[src/dle_pkg.sv]
// shared types and constants for the decimal line input editor
`default_nettype none

package dle_pkg;

  localparam int unsigned ValW         = 34;
  localparam int unsigned CntW         = 4;
  localparam int unsigned NumW         = 32;
  localparam int unsigned ByteW        = 8;
  localparam int unsigned MaxRes       = 3;
  localparam int unsigned DefMaxDigits = 10;

  localparam logic [ByteW-1:0] CharZero  = 8'h30;
  localparam logic [ByteW-1:0] CharNine  = 8'h39;
  localparam logic [ByteW-1:0] CharCr    = 8'h0D;
  localparam logic [ByteW-1:0] CharBs    = 8'h08;
  localparam logic [ByteW-1:0] CharSpace = 8'h20;

  typedef enum logic [0:0] {
    KindEcho   = 1'b0,
    KindNumber = 1'b1
  } kind_e;

  typedef struct packed {
    kind_e            kind;
    logic [ByteW-1:0] echo_byte;
    logic [NumW-1:0]  number;
  } result_t;

  // cnt is the number of valid results, zero when the byte gives none
  typedef struct packed {
    logic [1:0]             cnt;
    result_t [MaxRes-1:0]   res;
  } bundle_t;

endpackage

`default_nettype wire

[src/dle_core.sv]
// entry state, digit history and result generation for one received byte
`default_nettype none

module dle_core #(
  parameter int unsigned MaxDigits = dle_pkg::DefMaxDigits
) (
  input  wire logic                       clk_i,
  input  wire logic                       rst_ni,
  input  wire logic                       fire_i,
  input  wire logic [dle_pkg::ByteW-1:0]  rx_byte_i,
  output dle_pkg::bundle_t                bundle_o
);
  import dle_pkg::*;

  localparam int unsigned IdxW = (MaxDigits > 1) ? $clog2(MaxDigits) : 1;

  logic [ValW-1:0] val_q, val_d;
  logic [CntW-1:0] cnt_q, cnt_d;
  logic [ValW-1:0] hist_q [MaxDigits];

  logic            is_digit;
  logic [3:0]      digit;
  logic [CntW-1:0] cnt_inc;
  logic [CntW-1:0] cnt_dec;
  logic            finish;
  logic [ValW-1:0] val_mul;
  logic            hist_we;

  assign is_digit = (rx_byte_i >= CharZero) && (rx_byte_i <= CharNine);
  assign digit    = rx_byte_i[3:0];
  assign cnt_inc  = cnt_q + CntW'(1);
  assign cnt_dec  = cnt_q - CntW'(1);
  assign finish   = cnt_inc >= CntW'(MaxDigits);
  assign val_mul  = (val_q << 3) + (val_q << 1) + {{(ValW-4){1'b0}}, digit};

  always_comb begin
    bundle_o = '0;
    val_d    = val_q;
    cnt_d    = cnt_q;
    hist_we  = 1'b0;
    if (is_digit) begin
      bundle_o.res[0].kind      = KindEcho;
      bundle_o.res[0].echo_byte = rx_byte_i;
      if (finish) begin
        bundle_o.cnt           = 2'd2;
        bundle_o.res[1].kind   = KindNumber;
        bundle_o.res[1].number = val_mul[NumW-1:0];
        val_d                  = '0;
        cnt_d                  = '0;
      end else begin
        bundle_o.cnt = 2'd1;
        val_d        = val_mul;
        cnt_d        = cnt_inc;
        hist_we      = 1'b1;
      end
    end else if (rx_byte_i == CharCr) begin
      bundle_o.cnt           = 2'd1;
      bundle_o.res[0].kind   = KindNumber;
      bundle_o.res[0].number = val_q[NumW-1:0];
      val_d                  = '0;
      cnt_d                  = '0;
    end else if ((rx_byte_i == CharBs) && (cnt_q != '0)) begin
      bundle_o.cnt              = 2'd3;
      bundle_o.res[0].kind      = KindEcho;
      bundle_o.res[0].echo_byte = CharBs;
      bundle_o.res[1].kind      = KindEcho;
      bundle_o.res[1].echo_byte = CharSpace;
      bundle_o.res[2].kind      = KindEcho;
      bundle_o.res[2].echo_byte = CharBs;
      // value before the last digit, same as truncating division by ten
      val_d                     = hist_q[cnt_dec[IdxW-1:0]];
      cnt_d                     = cnt_dec;
    end
  end

  always_ff @(posedge clk_i or negedge rst_ni) begin
    if (!rst_ni) begin
      val_q <= '0;
      cnt_q <= '0;
    end else if (fire_i) begin
      val_q <= val_d;
      cnt_q <= cnt_d;
    end
  end

  always_ff @(posedge clk_i) begin
    if (fire_i && hist_we) begin
      hist_q[cnt_q[IdxW-1:0]] <= val_q;
    end
  end

endmodule

`default_nettype wire

[src/dle_out.sv]
// result register that hands out the results of one byte, one beat per cycle while out_stall_i is low
`default_nettype none

module dle_out (
  input  wire logic                      clk_i,
  input  wire logic                      rst_ni,
  input  wire logic                      load_i,
  input  wire dle_pkg::bundle_t          bundle_i,
  output logic                           ready_o,
  output logic                           out_valid_o,
  input  wire logic                      out_stall_i,
  output logic                           kind_o,
  output logic [dle_pkg::ByteW-1:0]      echo_byte_o,
  output logic [dle_pkg::NumW-1:0]       number_o,
  output logic                           last_o
);
  import dle_pkg::*;

  bundle_t    bundle_q;
  logic [1:0] idx_q;
  logic       valid_q;
  result_t    cur;
  logic       is_last;
  logic       done;

  assign cur     = bundle_q.res[idx_q];
  assign is_last = (idx_q == (bundle_q.cnt - 2'd1));
  assign done    = valid_q && !out_stall_i && is_last;
  assign ready_o = !valid_q || done;

  assign out_valid_o = valid_q;
  assign kind_o      = cur.kind;
  assign echo_byte_o = cur.echo_byte;
  assign number_o    = cur.number;
  assign last_o      = is_last;

  always_ff @(posedge clk_i or negedge rst_ni) begin
    if (!rst_ni) begin
      valid_q <= 1'b0;
      idx_q   <= '0;
    end else if (load_i) begin
      valid_q <= 1'b1;
      idx_q   <= '0;
    end else if (done) begin
      valid_q <= 1'b0;
    end else if (valid_q && !out_stall_i) begin
      idx_q <= idx_q + 2'd1;
    end
  end

  always_ff @(posedge clk_i) begin
    if (load_i) begin
      bundle_q <= bundle_i;
    end
  end

endmodule

`default_nettype wire

[src/decimal_line_input_editor.sv]
// top level of the decimal line input editor
// Received bytes enter an input register; digits are echoed and appended,
// a backspace with digits present echoes 0x08 0x20 0x08 and drops the last
// digit, a carriage return or the MaxDigits-th digit emits the value modulo
// 2^32 and clears the entry, and all other bytes are dropped without result.
// Each result beat carries last on the final beat caused by its byte. A byte
// that gives no result leaves the input register without waiting; a byte
// that gives results (one to three) waits there until the result register,
// which hands out one beat per cycle while out_stall_i is low, is idle or
// on its last beat. A taken byte passes the input register and then the
// result register before its first result is on the outputs.
`default_nettype none

module decimal_line_input_editor #(
  parameter int unsigned MaxDigits = dle_pkg::DefMaxDigits
) (
  input  wire logic                      clk_i,
  input  wire logic                      rst_ni,
  input  wire logic                      in_valid_i,
  output logic                           in_stall_o,
  input  wire logic [dle_pkg::ByteW-1:0] rx_byte_i,
  output logic                           out_valid_o,
  input  wire logic                      out_stall_i,
  output logic                           kind_o,
  output logic [dle_pkg::ByteW-1:0]      echo_byte_o,
  output logic [dle_pkg::NumW-1:0]       number_o,
  output logic                           last_o
);
  import dle_pkg::*;

  logic [ByteW-1:0] byte_q;
  logic             byte_valid_q;
  bundle_t          bundle;
  logic             out_ready;
  logic             advance;
  logic             accept;

  assign advance    = byte_valid_q && ((bundle.cnt == 2'd0) || out_ready);
  assign in_stall_o = byte_valid_q && !advance;
  assign accept     = in_valid_i && !in_stall_o;

  always_ff @(posedge clk_i or negedge rst_ni) begin
    if (!rst_ni) begin
      byte_valid_q <= 1'b0;
    end else if (accept) begin
      byte_valid_q <= 1'b1;
    end else if (advance) begin
      byte_valid_q <= 1'b0;
    end
  end

  always_ff @(posedge clk_i) begin
    if (accept) begin
      byte_q <= rx_byte_i;
    end
  end

  dle_core #(
    .MaxDigits (MaxDigits)
  ) u_core (
    .clk_i     (clk_i),
    .rst_ni    (rst_ni),
    .fire_i    (advance),
    .rx_byte_i (byte_q),
    .bundle_o  (bundle)
  );

  dle_out u_out (
    .clk_i       (clk_i),
    .rst_ni      (rst_ni),
    .load_i      (advance && (bundle.cnt != 2'd0)),
    .bundle_i    (bundle),
    .ready_o     (out_ready),
    .out_valid_o (out_valid_o),
    .out_stall_i (out_stall_i),
    .kind_o      (kind_o),
    .echo_byte_o (echo_byte_o),
    .number_o    (number_o),
    .last_o      (last_o)
  );

endmodule

`default_nettype wire
[config.mk]
export PLATFORM = sky130hd
export DESIGN_NAME = decimal_line_input_editor
export DESIGN_NICKNAME = d
export VERILOG_FILES = /design/src/dle_pkg.sv /design/src/dle_core.sv /design/src/dle_out.sv /design/src/decimal_line_input_editor.sv
export SDC_FILE = /design/constraint.sdc
export NUM_CORES = 1
export LEC_CHECK = 0
export ABC_AREA = 1
export BUFFER_PORTS_ARGS = -buffer_cell sky130_fd_sc_hd__clkbuf_2
export CORE_MARGIN = 2
export CORE_UTILIZATION = 45
export DETAILED_ROUTE_END_ITERATION = 8
export GPL_TIMING_DRIVEN = 0
export PLACE_DENSITY_LB_ADDON = 0.2
export SETUP_SLACK_MARGIN = 0.5
export SYNTH_ARGS = -nofsm -noshare
export SYNTH_HDL_FRONTEND = slang
export SYNTH_SLANG_ARGS = --single-unit
[constraint.sdc]
create_clock -name clk_i -period 5.5 [get_ports clk_i]
set_input_delay 0.275 -clock clk_i [delete_from_list [all_inputs] [get_ports clk_i]]
set_output_delay 0.275 -clock clk_i [all_outputs]
set_load 0.01 [all_outputs]
=== Yosys cells after proc, flatten, opt, wreduce, memory -nomap -nowiden ===
Memories as Yosys holds them, arrays and structs flattened.
Cells that the tools add are included.
W data, S select, Z words.

* Flip-flop bits (word level): 143
* Output and inout port bits: 44
* Memory bits (writable): 340
* Memories kept: 1
* Logic and storage cells: 91

* Bitwise logic cells: 1
* Add/subtract/negate cells: 6
* Order comparisons: 4
* Reduce and logical (&&, ||, !) cells: 27
* Eq/ne operators: 4
* Multiplexer cells: 33

{| class="wikitable"
|+ Memory list
! memory !! words !! width !! rd ports !! clocked after Yosys merged registers in !! write ports !! RTL line !! RTL
|-
| u_core.hist_q || 10 || 34 || 1 || 0 || 1 || dle_core.sv:19 || <nowiki>logic [ValW-1:0] hist_q [MaxDigits];</nowiki>
|}

{| class="wikitable"
|+ Operators by type and width
! kind !! number
|-
| $mux W34 || 4
|-
| $bmux W41 S2 || 1
|-
| $mux W41 || 1
|-
| $add A34 B34 Y34 || 1
|-
| $add A34 B4 Y34 || 1
|-
| $mux W4 || 5
|-
| $eq A8 B4 Y1 const B || 2
|-
| $mux W8 || 2
|-
| $mux W2 || 6
|-
| $mux W1 || 11
|-
| $mux W11 || 1
|-
| $logic_and A1 B1 Y1 || 9
|-
| $mux W9 || 1
|-
| $ge A8 B6 Y1 const B || 1
|-
| $le A8 B6 Y1 const B || 1
|-
| $reduce_bool A2 Y1 || 4
|-
| $mux W6 || 1
|-
| $reduce_and A2 Y1 || 3
|-
| $add A4 B1 Y4 const B || 1
|-
| $ge A4 B4 Y1 const B || 1
|-
| $logic_not A1 Y1 || 4
|-
| $reduce_bool A4 Y1 || 1
|-
| $reduce_or A2 Y1 || 2
|-
| $sub A4 B1 Y4 const B || 1
|-
| 9 further kinds || 10
|}

=== Logic depth before layout (Yosys ltp) ===
Gate-level depths: netlist of run 1.

* Word-level depth: 13
* Depth in mapped cells: 17
* Gate-level depth less buffers: 15

=== Hierarchy ===
A second synthesis of run 1 with hierarchy kept.

* Cells, all modules: 2270
* Area total of the unflattened synthesis: 23264.8 µm²

{| class="wikitable"
|+ By module, submodules not included
! module !! cells each !! instances !! area each (µm²)
|-
| dle_core || 1905 || 1 || 18096.1
|-
| dle_out || 342 || 1 || 4834.6
|-
| decimal_line_input_editor || 23 || 1 || 334.1
|}

=== Least setup slack after synthesis of run 1 ===
Ideal clock, no wire load.

* Kind: register to register
* Start point: register u_core.cnt_q[0]
* End point: memory u_core.hist_q[8][0] (enable)
* Setup time: 461 ps
* Cell stages (with the launch flop): 14
* Required time: 5039 ps
* Arrival time: 4237 ps
* Path slack: 801 ps
* Period minus slack after synthesis: 4699 ps
* Path through: dfrtp_1 -> buf_2 -> inv_2 -> buf_4 -> buf_4 -> buf_2 -> ha_1 -> buf_2 -> inv_2 -> nand3_1 -> nand2_1 -> nand2_2 -> buf_2 -> nor3_1

* Cells in the longest elaborated chain, start to end: 11

{| class="wikitable"
|+ RTL lines
! element !! RTL line !! RTL
|-
| start, declared || dle_core.sv:18 || <nowiki>logic [CntW-1:0] cnt_q, cnt_d;</nowiki>
|-
| start signal, assigned || dle_core.sv:82 || <nowiki>cnt_q <= cnt_d;</nowiki>
|-
| parallel branches: the longest is 11 deep, another holds $add A4 B1 Y4 || - ||
|-
| end, declared || dle_core.sv:19 ||
|}

Parallel ways; which one is timed is not known.

=== Worst setup path after layout of run 1 ===
* Start point: register u_core.cnt_q[0]
* End point: memory u_core.hist_q[5][16] (enable)

Same word-level chain as after synthesis.

==> results.json, run 1 <==
{
  "result_of_the_run": "complete, no violations",
  "cts.sinks": 445,
  "clk_transition_reported_paths_ns": 0.06,
  "synth.top_cell.area_share_pct": 57.71,
  "cts-htree-levels": 2,
  "hold_ws_ns": 0.08149,
  "grt_antenna_before_repair": 0,
  "vias": 15396,
  "synth_cell_type_count": 47,
  "post_synth_inst_count": 2129,
  "netlist.top_cell.by_area": "sky130_fd_sc_hd__edfxtp_1",
  "timing.critical_path.slowest_cell_delay_ns": 0.66,
  "data_arrival_time_of_the_worst_path_ns": 4.71,
  "layout-area-overhead-vs-synth_pct": 14.78,
  "cpMostUsedCell": "sky130_fd_sc_hd__buf_2",
  "ys_seq_area_share_pct": 62.46,
  "detailedRoute.firstIterationViolations": 1532,
  "final_hold_violating_endpoints": 0,
  "global_route.overflow_total": 0,
  "worstRegToRegCells": 16,
  "vdd.ir_drop.worst_mv": 0.3535,
  "maxSlewHeadroom_pct": 40.44,
  "startpoint_type": "flop",
  "first_global_vias": 14826,
  "critical_path_required_ns": 5.80,
  "r2r_setup_slack_ns": 1.08,
  "clock_skew_ns": 0.02044,
  "wl_per_cell_um": 20.25,
  "grt_start_max_net_pins": 87,
  "timing.critical_path.to_type": "flop",
  "ys_top_cells_by_area": "sky130_fd_sc_hd__edfxtp_1 (58%), sky130_fd_sc_hd__nand2_1 (11%), sky130_fd_sc_hd__nand3_1 (4.9%)",
  "ratio_of_cells_with_drive_above_1_in_the_final_layout_pct": 10.28,
  "syn_area_per_cell_um2": 9.899,
  "period_needed_ns": 4.418,
  "postLayoutCoreUtil_pct": 52.18,
  "yosys_most_used_dff": "sky130_fd_sc_hd__edfxtp_1",
  "final_antenna_net_count": 0,
  "power.static_leakage_nw": 10.13,
  "clkLatencyLatePin_ns": 0.60,
  "min_path_type": "in2reg",
  "route.detailed.drc": 0,
  "cts-root-to-sink-buffers": 3,
  "edff_count_synth": 405,
  "die-height_um": 220.4,
  "regToRegStartpoint": "u_core.cnt_q[0]",
  "wl_mm": 59.37,
  "pin_count": 56,
  "timing.critical_path.slowest_stage_cell": "sky130_fd_sc_hd__nor2_4",
  "netlist_top_cells_count": "sky130_fd_sc_hd__nand2_1 (620), sky130_fd_sc_hd__edfxtp_1 (405), sky130_fd_sc_hd__nor2_1 (274), sky130_fd_sc_hd__nand3_1 (206), sky130_fd_sc_hd__inv_1 (165)",
  "numPortBuffers": 55,
  "fp.dieArea_um2": 48580,
  "max_cap_violations": 0,
  "core_um2": 46360,
  "async_flop_share_pct": 8.989,
  "timing.critical_path.cells": "buf_2 -> inv_2 -> buf_4 -> buf_4 -> buf_2 -> ha_1 -> buf_2 -> inv_2 -> nand3_1 -> nand2_1 -> nand2_2 -> buf_2 -> nor2_2 -> nand3_1 -> nor2_4 -> buf_16",
  "row_count": 79,
  "cts_buffers": 48,
  "num-nets-final": 2365,
  "reg2reg_to": "u_core.hist_q[5][16]",
  "unrepaired_setup_endpoints_after_global_routing": "no",
  "cpLargestDelayFamily": "buffers and inverters",
  "netlist_area_um2": 21080,
  "finalSetupViolCount": 0,
  "criticalPathCategory": "reg2reg",
  "placed_cells_incl_taps": 2834,
  "gp_routability_congestion": 0.9187,
  "final_cells": 2932,
  "synth.ff_latch_count": 445,
  "final_design_area_no_fill_um2": 24190,
  "via_per_inst": 5.251,
  "post-route-period-util_pct": 80.33,
  "pwr_density_cell_nw_per_um2": 666.6,
  "count_of_cells_along_the_worst_hold_path": 5,
  "pins_over_slew_limit": 0,
  "dr.pass1.iters": 6,
  "achievable-frequency_ghz": 0.2263,
  "synth_most_common_cell": "sky130_fd_sc_hd__nand2_1",
  "count_of_antenna_diodes_in_the_layout": 0,
  "destination_of_the_worst_hold_path": "u_out.idx_q[0]",
  "crit_cells": 16,
  "crit_buf_inv": 9,
  "placement.cell_area_um2": 22500,
  "groute.usage.overall_pct": 24.70,
  "initial_core_util_pct": 45.46,
  "grt_first_pass_wirelength_mm": 88.51,
  "max_slew.worst_pin.slew_ns": 0.8885,
  "critical_path.max_fanout": 18,
  "cts_tree": "done",
  "root_buffer": "sky130_fd_sc_hd__clkbuf_16",
  "min_from": "out_stall_i",
  "chipWidth_um": 220.4,
  "detailedPlacementHpwl_mm": 42.10,
  "ys_warn_count": 0
}
==> area by class of cell <==
class                   count  area (µm²)
flip-flops and latches    445       13160
clock inverters            25       260.3
multi-input cells        1447        6944
repair buffers             76       593.1
fillers                  4171       22170
plain buffers              93       490.5
well taps                 607       759.5
inverters                 177       666.9
clock buffers              62        1314
==> placed cells by master (no fill, tap or decap), drive strengths merged, types with 16 or more instances in the layout <==
master / count
o21ai: 75
nand3: 207
inv: 180
clkbuf: 144
conb: 34
edfxtp: 405
nor2: 279
nand2: 624
ha: 63
clkinv: 17
buf: 77
dfrtp: 40
a21oi: 82
a31oi: 16
==> sequential cells by signal, indices dropped and copies added (netlist names) <==
signal / cells
u_core.hist_q: 320
u_out.bundle_q: 77
u_core.val_q: 32
byte_q: 8
u_core.cnt_q: 4
u_out.idx_q: 2
byte_valid_q: 1
u_out.out_valid_o: 1
==> worst register-to-register path, delay by kind of cell, from the launching register on <==
family	cells	cell delay [ns]
adder cells (fa/ha/maj)	1	0.29
AND/OR/NAND/NOR	6	1.51
buffers and inverters	9	1.87
flip-flops	1	0.42
==> stage by stage <==
stage,power (mW),TNS (ns),setup slack [ns]
4_1_cts,16.12,0,1.076
6_report,16.13,0,1.082
3_3_place_gp,12.77,-165.05,-1.200
3_5_place_dp,12.87,0,1.108
5_1_grt,17.31,0,0.8868
2_1_floorplan,9.938,0,0.8013
==> cells by family after synthesis <==
| group | Yosys count | synth area share, % |
|---|---|---|
| and+or+nand+nor | 1129 | 21.90 |
| AOI/OAI and AO/OA | 200 | 5.385 |
| buffers and inverters | 270 | 5.492 |
| xor gates and xnor gates | 19 | 0.8252 |
| other | 1 | 0.01779 |
| adders and majority gates | 65 | 3.930 |
| DFF | 445 | 62.46 |
==> what timing repair did <==
action | CTS | global route
buffers inserted | 0 | 0
hold endpoints to repair | 49 | 0
gates resized for setup | 0 | 0
hold buffers | 10 | 0
==> worst max path at each step <==
| stage | start | endpoint | slack, ns |
|---|---|---|---|
| final | u_core.cnt_q[0] | u_core.hist_q[5][16] | 1.08 |
| after global routing | u_core.cnt_q[0] | u_core.hist_q[5][16] | 0.89 |
| after CTS | u_core.cnt_q[0] | u_core.hist_q[5][0] | 1.08 |
| after detailed placement | u_core.cnt_q[0] | u_core.hist_q[5][14] | 1.11 |
| after global placement | u_core.cnt_q[0] | u_core.hist_q[8][20] | -1.20 |
| after floorplan | u_core.cnt_q[0] | u_core.hist_q[8][0] | 0.80 |
==> routing by layer <==
| metal | routed length, µm | share of wire, % | vias up | track usage (%) |
|---|---|---|---|---|
| li1 | - | - | 7417 | - |
| met5 | 0 | 0 | - | 0 |
| met3 | 3338 | 5.6 | 81 | 3.643 |
| met1 | 26800 | 45 | 7457 | 34.96 |
| met2 | 27850 | 47 | 441 | 40.05 |
| met4 | 1382 | 2.3 | 0 | 6.376 |
==> where the power goes <==
| part | switching [mW] | internal [mW] | leakage, nW |
|---|---|---|---|
| Sequential | 0.585 | 4.21 | 4.09 |
| Combinational | 5.67 | 2.43 | 5.27 |
| Clock | 1.35 | 1.88 | 0.770 |
Power figures use the tool's default switching activity.
==> inputs of run 2 (changes only) <==
Settings changed: ABC_AREA 1 to 0.
Clock period 5.5 ns to 4.6 ns, I/O delays scaled along.
==> results.json, run 2 <==
{
  "timing.critical_path.cells": "buf_12 -> buf_12 -> buf_12 -> buf_12 -> clkinvlp_4 -> ha_4 -> nor3b_2 -> or4b_4 -> clkinv_2 -> o31ai_2 -> nand2b_1 -> buf_6 -> clkinv_4 -> nand2_4 -> nor2_4 -> and3_4 -> buf_12",
  "max_slew.worst_pin.slew_ns": 1.140,
  "gp_routability_congestion": 0.8906,
  "register_area_um2": 13170,
  "async_flop_share_pct": 8.989,
  "ratio_of_cells_with_drive_above_1_in_the_final_layout_pct": 18.96,
  "root_buffer": "sky130_fd_sc_hd__clkbuf_16",
  "initial_core_util_pct": 45.73,
  "placement.cell_area_um2": 20940,
  "netlist_area_um2": 19790,
  "power.share.sequential_pct": 34.2,
  "core_um2": 43270,
  "power.static_leakage_nw": 8.514,
  "groute.usage.overall_pct": 21.92,
  "cts_tree": "done",
  "route.detailed.drc": 0,
  "count_of_antenna_diodes_in_the_layout": 0,
  "numPortBuffers": 55,
  "global_route.overflow_total": 0,
  "row_count": 76,
  "met2_routing_resource_usage_after_global_routing_pct": 36.43,
  "crit_buf_inv": 9,
  "wl_mm": 48.61,
  "final_design_area_no_fill_um2": 23360,
  "internal-power_mw": 10.02,
  "period_needed_ns": 3.931,
  "cpLargestDelayFamily": "simple AND/OR/NAND/NOR gates",
  "via_per_inst": 5.598,
  "cts-root-to-sink-buffers": 3,
  "pin_count": 56,
  "grt_first_pass_wirelength_mm": 73.06,
  "clkLatencyLatePin_ns": 0.60,
  "gr-usage-met1_pct": 30.05,
  "critical_path_required_ns": 4.89,
  "ys_warn_count": 0,
  "timing.critical_path.slowest_stage_cell": "sky130_fd_sc_hd__or4b_4",
  "clk_transition_reported_paths_ns": 0.06,
  "fp.dieArea_um2": 45660,
  "data_arrival_time_of_the_worst_path_ns": 4.22,
  "clock_skew_ns": 0.02564,
  "cts_buffers": 47,
  "die-height_um": 213.7,
  "timing.critical_path.slowest_cell_delay_ns": 0.60,
  "achievable-frequency_ghz": 0.2544,
  "num-nets-final": 1557,
  "largest_register_ffs": 320,
  "synth_most_common_cell": "sky130_fd_sc_hd__edfxtp_1",
  "layout_commonest_cell": "sky130_fd_sc_hd__edfxtp_1",
  "net-switching-power_mw": 6.781,
  "post_synth_inst_count": 1286,
  "maxSlewHeadroom_pct": 23.77,
  "vias": 11779,
  "pins_over_slew_limit": 0,
  "cts.sinks": 445,
  "final_antenna_net_count": 0,
  "switching_share_of_total_power_pct": 40.37,
  "max_cap_violations": 0,
  "ys_top_cells_by_area": "sky130_fd_sc_hd__edfxtp_1 (61%), sky130_fd_sc_hd__mux4_2 (7.3%), sky130_fd_sc_hd__dfrtp_1 (5.1%)",
  "placed_cells_incl_taps": 1959,
  "netlist.top_cell.by_area": "sky130_fd_sc_hd__edfxtp_1",
  "yosys_most_used_dff": "sky130_fd_sc_hd__edfxtp_1",
  "syn_area_per_cell_um2": 15.39,
  "netlist_top_cells_count": "sky130_fd_sc_hd__edfxtp_1 (405), sky130_fd_sc_hd__nor2_1 (105), sky130_fd_sc_hd__mux2i_1 (83), sky130_fd_sc_hd__mux4_2 (64), sky130_fd_sc_hd__ha_1 (63)",
  "criticalPathCategory": "reg2reg",
  "min_path_type": "in2reg",
  "p_comb_share_pct": 44.2,
  "final_hold_violating_endpoints": 0,
  "final_cells": 2104,
  "fillerInstances": 3465,
  "detailedRoute.firstIterationViolations": 973,
  "timing.critical_path.to_type": "flop",
  "multi_input_gate_area_um2": 6550,
  "edff_count_synth": 405,
  "fin_setup_tns_ns": 0,
  "startpoint_type": "flop",
  "detailedPlacementHpwl_mm": 31.14,
  "dr.pass1.iters": 5,
  "grt.met3_usage_pct": 3.632,
  "first_global_vias": 11711,
  "critical_path.max_fanout": 16,
  "grt_antenna_before_repair": 1,
  "wl_per_cell_um": 23.11,
  "pwr_density_cell_nw_per_um2": 719.1,
  "grt_start_max_net_pins": 87,
  "ys_seq_area_share_pct": 66.52,
  "synth.ff_latch_count": 445,
  "vdd.ir_drop.worst_mv": 0.3620,
  "result_of_the_run": "complete, no violations",
  "most_congested_layer_reported_by_global_routing": "met2",
  "synth_cell_type_count": 62,
  "clock_power_share_pct": 21.6,
  "synth.top_cell.area_share_pct": 61.46,
  "cpMostUsedCell": "sky130_fd_sc_hd__buf_12",
  "unrepaired_setup_endpoints_after_global_routing": "no",
  "post-route-period-util_pct": 85.45,
  "cts-htree-levels": 2,
  "most-common-layout-cells": "sky130_fd_sc_hd__edfxtp_1 (405), sky130_fd_sc_hd__nor2_1 (103), sky130_fd_sc_hd__mux2i_1 (83), sky130_fd_sc_hd__mux4_2 (64), sky130_fd_sc_hd__ha_1 (62)",
  "finalSetupViolCount": 0,
  "postLayoutCoreUtil_pct": 53.99,
  "chipWidth_um": 213.7,
  "layout-area-overhead-vs-synth_pct": 18.06
}
## run 2: cell types whose count changed after synthesis, sizes merged, moves of 20 or more
cell / delta
nor2b: +20
o21ai: -40
nor2: -174
mux4: +64
and2: +50
inv: -155
mux2i: +83
a21oi: -29
nand3: -199
buf: -40
nand2: -562
## run 2: repair_timing
| action | 4_1_cts | 5_1_grt |
|---|---|---|
| pin swaps | 19 | 5 |
| gates resized for setup | 44 | 16 |
| cloned | 9 | 0 |
| hold endpoints to repair | 50 | 0 |
| hold buffers | 11 | 0 |
| buffers inserted | 34 | 3 |
| setup endpoints to repair | 441 | 398 |
## run 2: layer usage
| layer | routed length (µm) | share of wire [%] |
|---|---|---|
| met3 | 3074 | 6.3 |
| met1 | 20900 | 43 |
| met4 | 1120 | 2.3 |
| met2 | 23510 | 48 |
| met5 | 18 | 0.037 |
## run 2: cell families after synthesis
kind of cell | synth area share [%]
AND/OR/NAND/NOR | 7.512
adder cells (fa/ha/maj) | 4.186
AO/OA/AOI/OAI | 6.545
buffers and inverters | 1.967
XOR/XNOR | 1.594
other | 0.01895
multiplexers | 11.65
flip-flops | 66.52
## run 2: power by group through the flow
| stage | Combinational, mW | Clock, mW | Sequential (mW) |
|---|---|---|---|
| floorplan | 5.08 | 0 | 5.46 |
| global placement | 7.20 | 0 | 5.77 |
| detailed placement | 7.20 | 0 | 5.82 |
| CTS | 7.37 | 3.69 | 5.73 |
| global route | 8.16 | 3.85 | 5.81 |
| finish | 7.43 | 3.62 | 5.75 |
## run 2: worst register-to-register path, stage by stage (launching register included)
cell and delay [ns]:
sky130_fd_sc_hd__dfrtp_2 0.42, sky130_fd_sc_hd__buf_12 0.18, sky130_fd_sc_hd__buf_12 0.18, sky130_fd_sc_hd__buf_12 0.16, sky130_fd_sc_hd__buf_12 0.16, sky130_fd_sc_hd__clkinvlp_4 0.14
sky130_fd_sc_hd__ha_4 0.23, sky130_fd_sc_hd__nor3b_2 0.20, sky130_fd_sc_hd__or4b_4 0.60, sky130_fd_sc_hd__clkinv_2 0.08, sky130_fd_sc_hd__o31ai_2 0.08, sky130_fd_sc_hd__nand2b_1 0.20
sky130_fd_sc_hd__buf_6 0.15, sky130_fd_sc_hd__clkinv_4 0.08, sky130_fd_sc_hd__nand2_4 0.10, sky130_fd_sc_hd__nor2_4 0.26, sky130_fd_sc_hd__and3_4 0.25, sky130_fd_sc_hd__buf_12 0.17
## run 2: final cells by class
cell class	count	area share, %
sequential	445	56.36
clock inverter	27	0.9320
buffer	68	1.644
tap	585	3.133
inverter	23	0.4124
clock buffer	61	5.351
multi-input combinational	792	28.04
timing repair buffer	103	4.124
## run 2: stage by stage
stage	worst slack (ns)	hold WS (ns)	total power, mW
finish	0.6694	0.3739	16.80
global route	0.5015	0.3765	17.82
CTS	0.4612	0.3457	16.79
detailed placement	-1.263	0.4091	13.02
global placement	-1.178	0.4086	12.97
floorplan	0.5993	-0.06559	10.55
## run 2: path summary, 6_finish.rpt
kind / from / endpoint / slack, ns / depth (start not counted)
min reg2reg: byte_valid_q / u_out.out_valid_o / 0.53 / 2
max reg2reg: u_core.cnt_q[0] / u_core.hist_q[5][31] / 0.67 / 17
max: u_core.cnt_q[0] / u_core.hist_q[5][31] / 0.67 / 17
min: rx_byte_i[6] / byte_q[6] / 0.37 / 2
min in group asynchronous: rst_ni / u_core.cnt_q[1] / 0.40 / 2
max in group asynchronous: rst_ni / u_core.val_q[0] / 3.44 / 2
==> inputs of run 3 (changes only) <==
Clock period 4.6 ns to 3.65 ns, I/O delays scaled along.
==> results.json, run 3 (synthesized netlist as in run 2, its figures left out) <==
{
  "detailedPlacementHpwl_mm": 30.69,
  "cts_buffers": 45,
  "wl_per_cell_um": 22.87,
  "critical_path.max_fanout": 14,
  "cts-htree-levels": 2,
  "timing.critical_path.to_type": "flop",
  "route.detailed.drc": 0,
  "groute.usage.overall_pct": 22.20,
  "ratio_of_cells_with_drive_above_1_in_the_final_layout_pct": 28.98,
  "grt_start_max_net_pins": 87,
  "final_antenna_net_count": 0,
  "placed_cells_incl_taps": 1959,
  "cts.sinks": 445,
  "die-height_um": 213.7,
  "clock_skew_ns": 0.02895,
  "dr.pass1.iters": 5,
  "timing.final.ws_setup_ns": 0.3225,
  "period_needed_ns": 3.327,
  "maxSlewHeadroom_pct": 25.42,
  "final_design_area_no_fill_um2": 24490,
  "unrepaired_setup_endpoints_after_global_routing": "yes",
  "global_route.overflow_total": 0,
  "most-common-layout-cells": "sky130_fd_sc_hd__edfxtp_1 (405), sky130_fd_sc_hd__nor2_1 (100), sky130_fd_sc_hd__mux2i_1 (76), sky130_fd_sc_hd__buf_4 (71), sky130_fd_sc_hd__clkbuf_2 (70)",
  "wl_mm": 49.64,
  "grt_antenna_before_repair": 0,
  "startpoint_type": "flop",
  "hold_ws_ns": 0.3505,
  "final_cells": 2170,
  "fin_setup_tns_ns": 0,
  "achievable-frequency_ghz": 0.3005,
  "root_buffer": "sky130_fd_sc_hd__clkbuf_16",
  "largest_register_ffs": 320,
  "power.static_leakage_nw": 8.959,
  "via_per_inst": 5.597,
  "critical_path_required_ns": 3.90,
  "fp.dieArea_um2": 45660,
  "core_um2": 43270,
  "fillerInstances": 3357,
  "first_global_vias": 12266,
  "layout-area-overhead-vs-synth_pct": 23.79,
  "cts-root-to-sink-buffers": 3,
  "gp_routability_congestion": 0.8995,
  "vias": 12145,
  "grt_first_pass_wirelength_mm": 74.62,
  "criticalPathCategory": "reg2reg",
  "layout_commonest_cell": "sky130_fd_sc_hd__edfxtp_1",
  "num-nets-final": 1625,
  "finalSetupViolCount": 0,
  "post-place-ws_ns": -0.6640,
  "max_slew.worst_pin.slew_ns": 1.119,
  "min_path_type": "in2reg",
  "placement.cell_area_um2": 21090,
  "initial_core_util_pct": 45.73,
  "data_arrival_time_of_the_worst_path_ns": 3.58,
  "max_cap_violations": 0,
  "detailedRoute.firstIterationViolations": 1107,
  "post-route-period-util_pct": 91.16,
  "row_count": 76,
  "vdd.ir_drop.worst_mv": 0.3642,
  "result_of_the_run": "complete, no violations",
  "numPortBuffers": 55,
  "clkLatencyLatePin_ns": 0.57,
  "pins_over_slew_limit": 0,
  "postLayoutCoreUtil_pct": 56.61,
  "pin_count": 56,
  "finalPower_mw": 22.72,
  "chipWidth_um": 213.7,
  "clk_transition_reported_paths_ns": 0.06,
  "final_hold_violating_endpoints": 0,
  "pwr_density_cell_nw_per_um2": 927.6,
  "cts_tree": "done"
}
[run 3: changes by cell type in the layout (fill, tap and decap cells not counted), sizes merged]
cell / change
clkinvlp: +2
clkdlybuf4s18: +1
buf: +71
diode: +1
bufinv: -1
inv: -1
clkinv: -4
clkbuf: -3
[run 3: final cells by class]
cell class	count	area, µm²	area share (%)
plain buffers	68	466.7	1.905
well taps	585	732.0	2.988
repair buffers	173	1660	6.779
flip-flops and latches	445	13210	53.92
diodes	1	2.502	0.01022
inverters	23	111.4	0.4546
clock buffers	60	1245	5.083
clock inverters	23	155.1	0.6334
multi-input cells	792	6914	28.23
[run 3: path summary, 6_finish.rpt]
check,from,endpoint,slack [ns],cells after the start
max,u_core.cnt_q[0],u_core.hist_q[6][0],0.32,18
max in group asynchronous,rst_ni,u_core.val_q[19],2.45,2
min,rx_byte_i[7],byte_q[7],0.35,2
min in group asynchronous,rst_ni,u_out.idx_q[0],0.38,2
max reg2reg,u_core.cnt_q[0],u_core.hist_q[6][0],0.32,18
min reg2reg,u_core.val_q[2],u_core.val_q[2],0.61,2
[run 3: metal layers]
layer | wire length [µm] | share of wire [%] | GRT usage (%)
met5 | 0 | 0 | 0
met4 | 1056 | 2.1 | 5.580
met3 | 2547 | 5.1 | 2.827
met2 | 24740 | 50 | 38.68
met1 | 21290 | 43 | 29.66
[run 3: report_power, final]
| part | internal, mW | switching (mW) | total [mW] | leakage (nW) |
|---|---|---|---|---|
| Clock | 2.48 | 1.90 | 4.38 | 0.681 |
| Sequential | 6.40 | 0.623 | 7.03 | 4.07 |
| Combinational | 4.74 | 6.58 | 11.3 | 4.20 |
[run 3: what timing repair did]
item                                    4_1_cts  5_1_grt
pin swaps                                    27       14
cloned                                       10        2
endpoints found under the setup margin      441      428
hold endpoints to repair                     50        0
hold buffers                                 11        0
setup buffers                                82       22
gates resized for setup                      95      104
[run 3: critical path: stages, from the launching register on]
cell,delay [ns]
sky130_fd_sc_hd__dfrtp_1,0.39
sky130_fd_sc_hd__buf_8,0.13
sky130_fd_sc_hd__buf_12,0.10
sky130_fd_sc_hd__clkbuf_16,0.12
sky130_fd_sc_hd__buf_12,0.10
sky130_fd_sc_hd__inv_8,0.04
sky130_fd_sc_hd__ha_4,0.15
sky130_fd_sc_hd__nor3b_4,0.16
sky130_fd_sc_hd__or4b_4,0.55
sky130_fd_sc_hd__clkinv_4,0.07
sky130_fd_sc_hd__o31ai_4,0.07
sky130_fd_sc_hd__nand2b_4,0.17
sky130_fd_sc_hd__buf_8,0.13
sky130_fd_sc_hd__clkinv_8,0.06
sky130_fd_sc_hd__nand2_8,0.06
sky130_fd_sc_hd__nor2_4,0.15
sky130_fd_sc_hd__buf_4,0.15
sky130_fd_sc_hd__and3_4,0.20
sky130_fd_sc_hd__buf_12,0.17
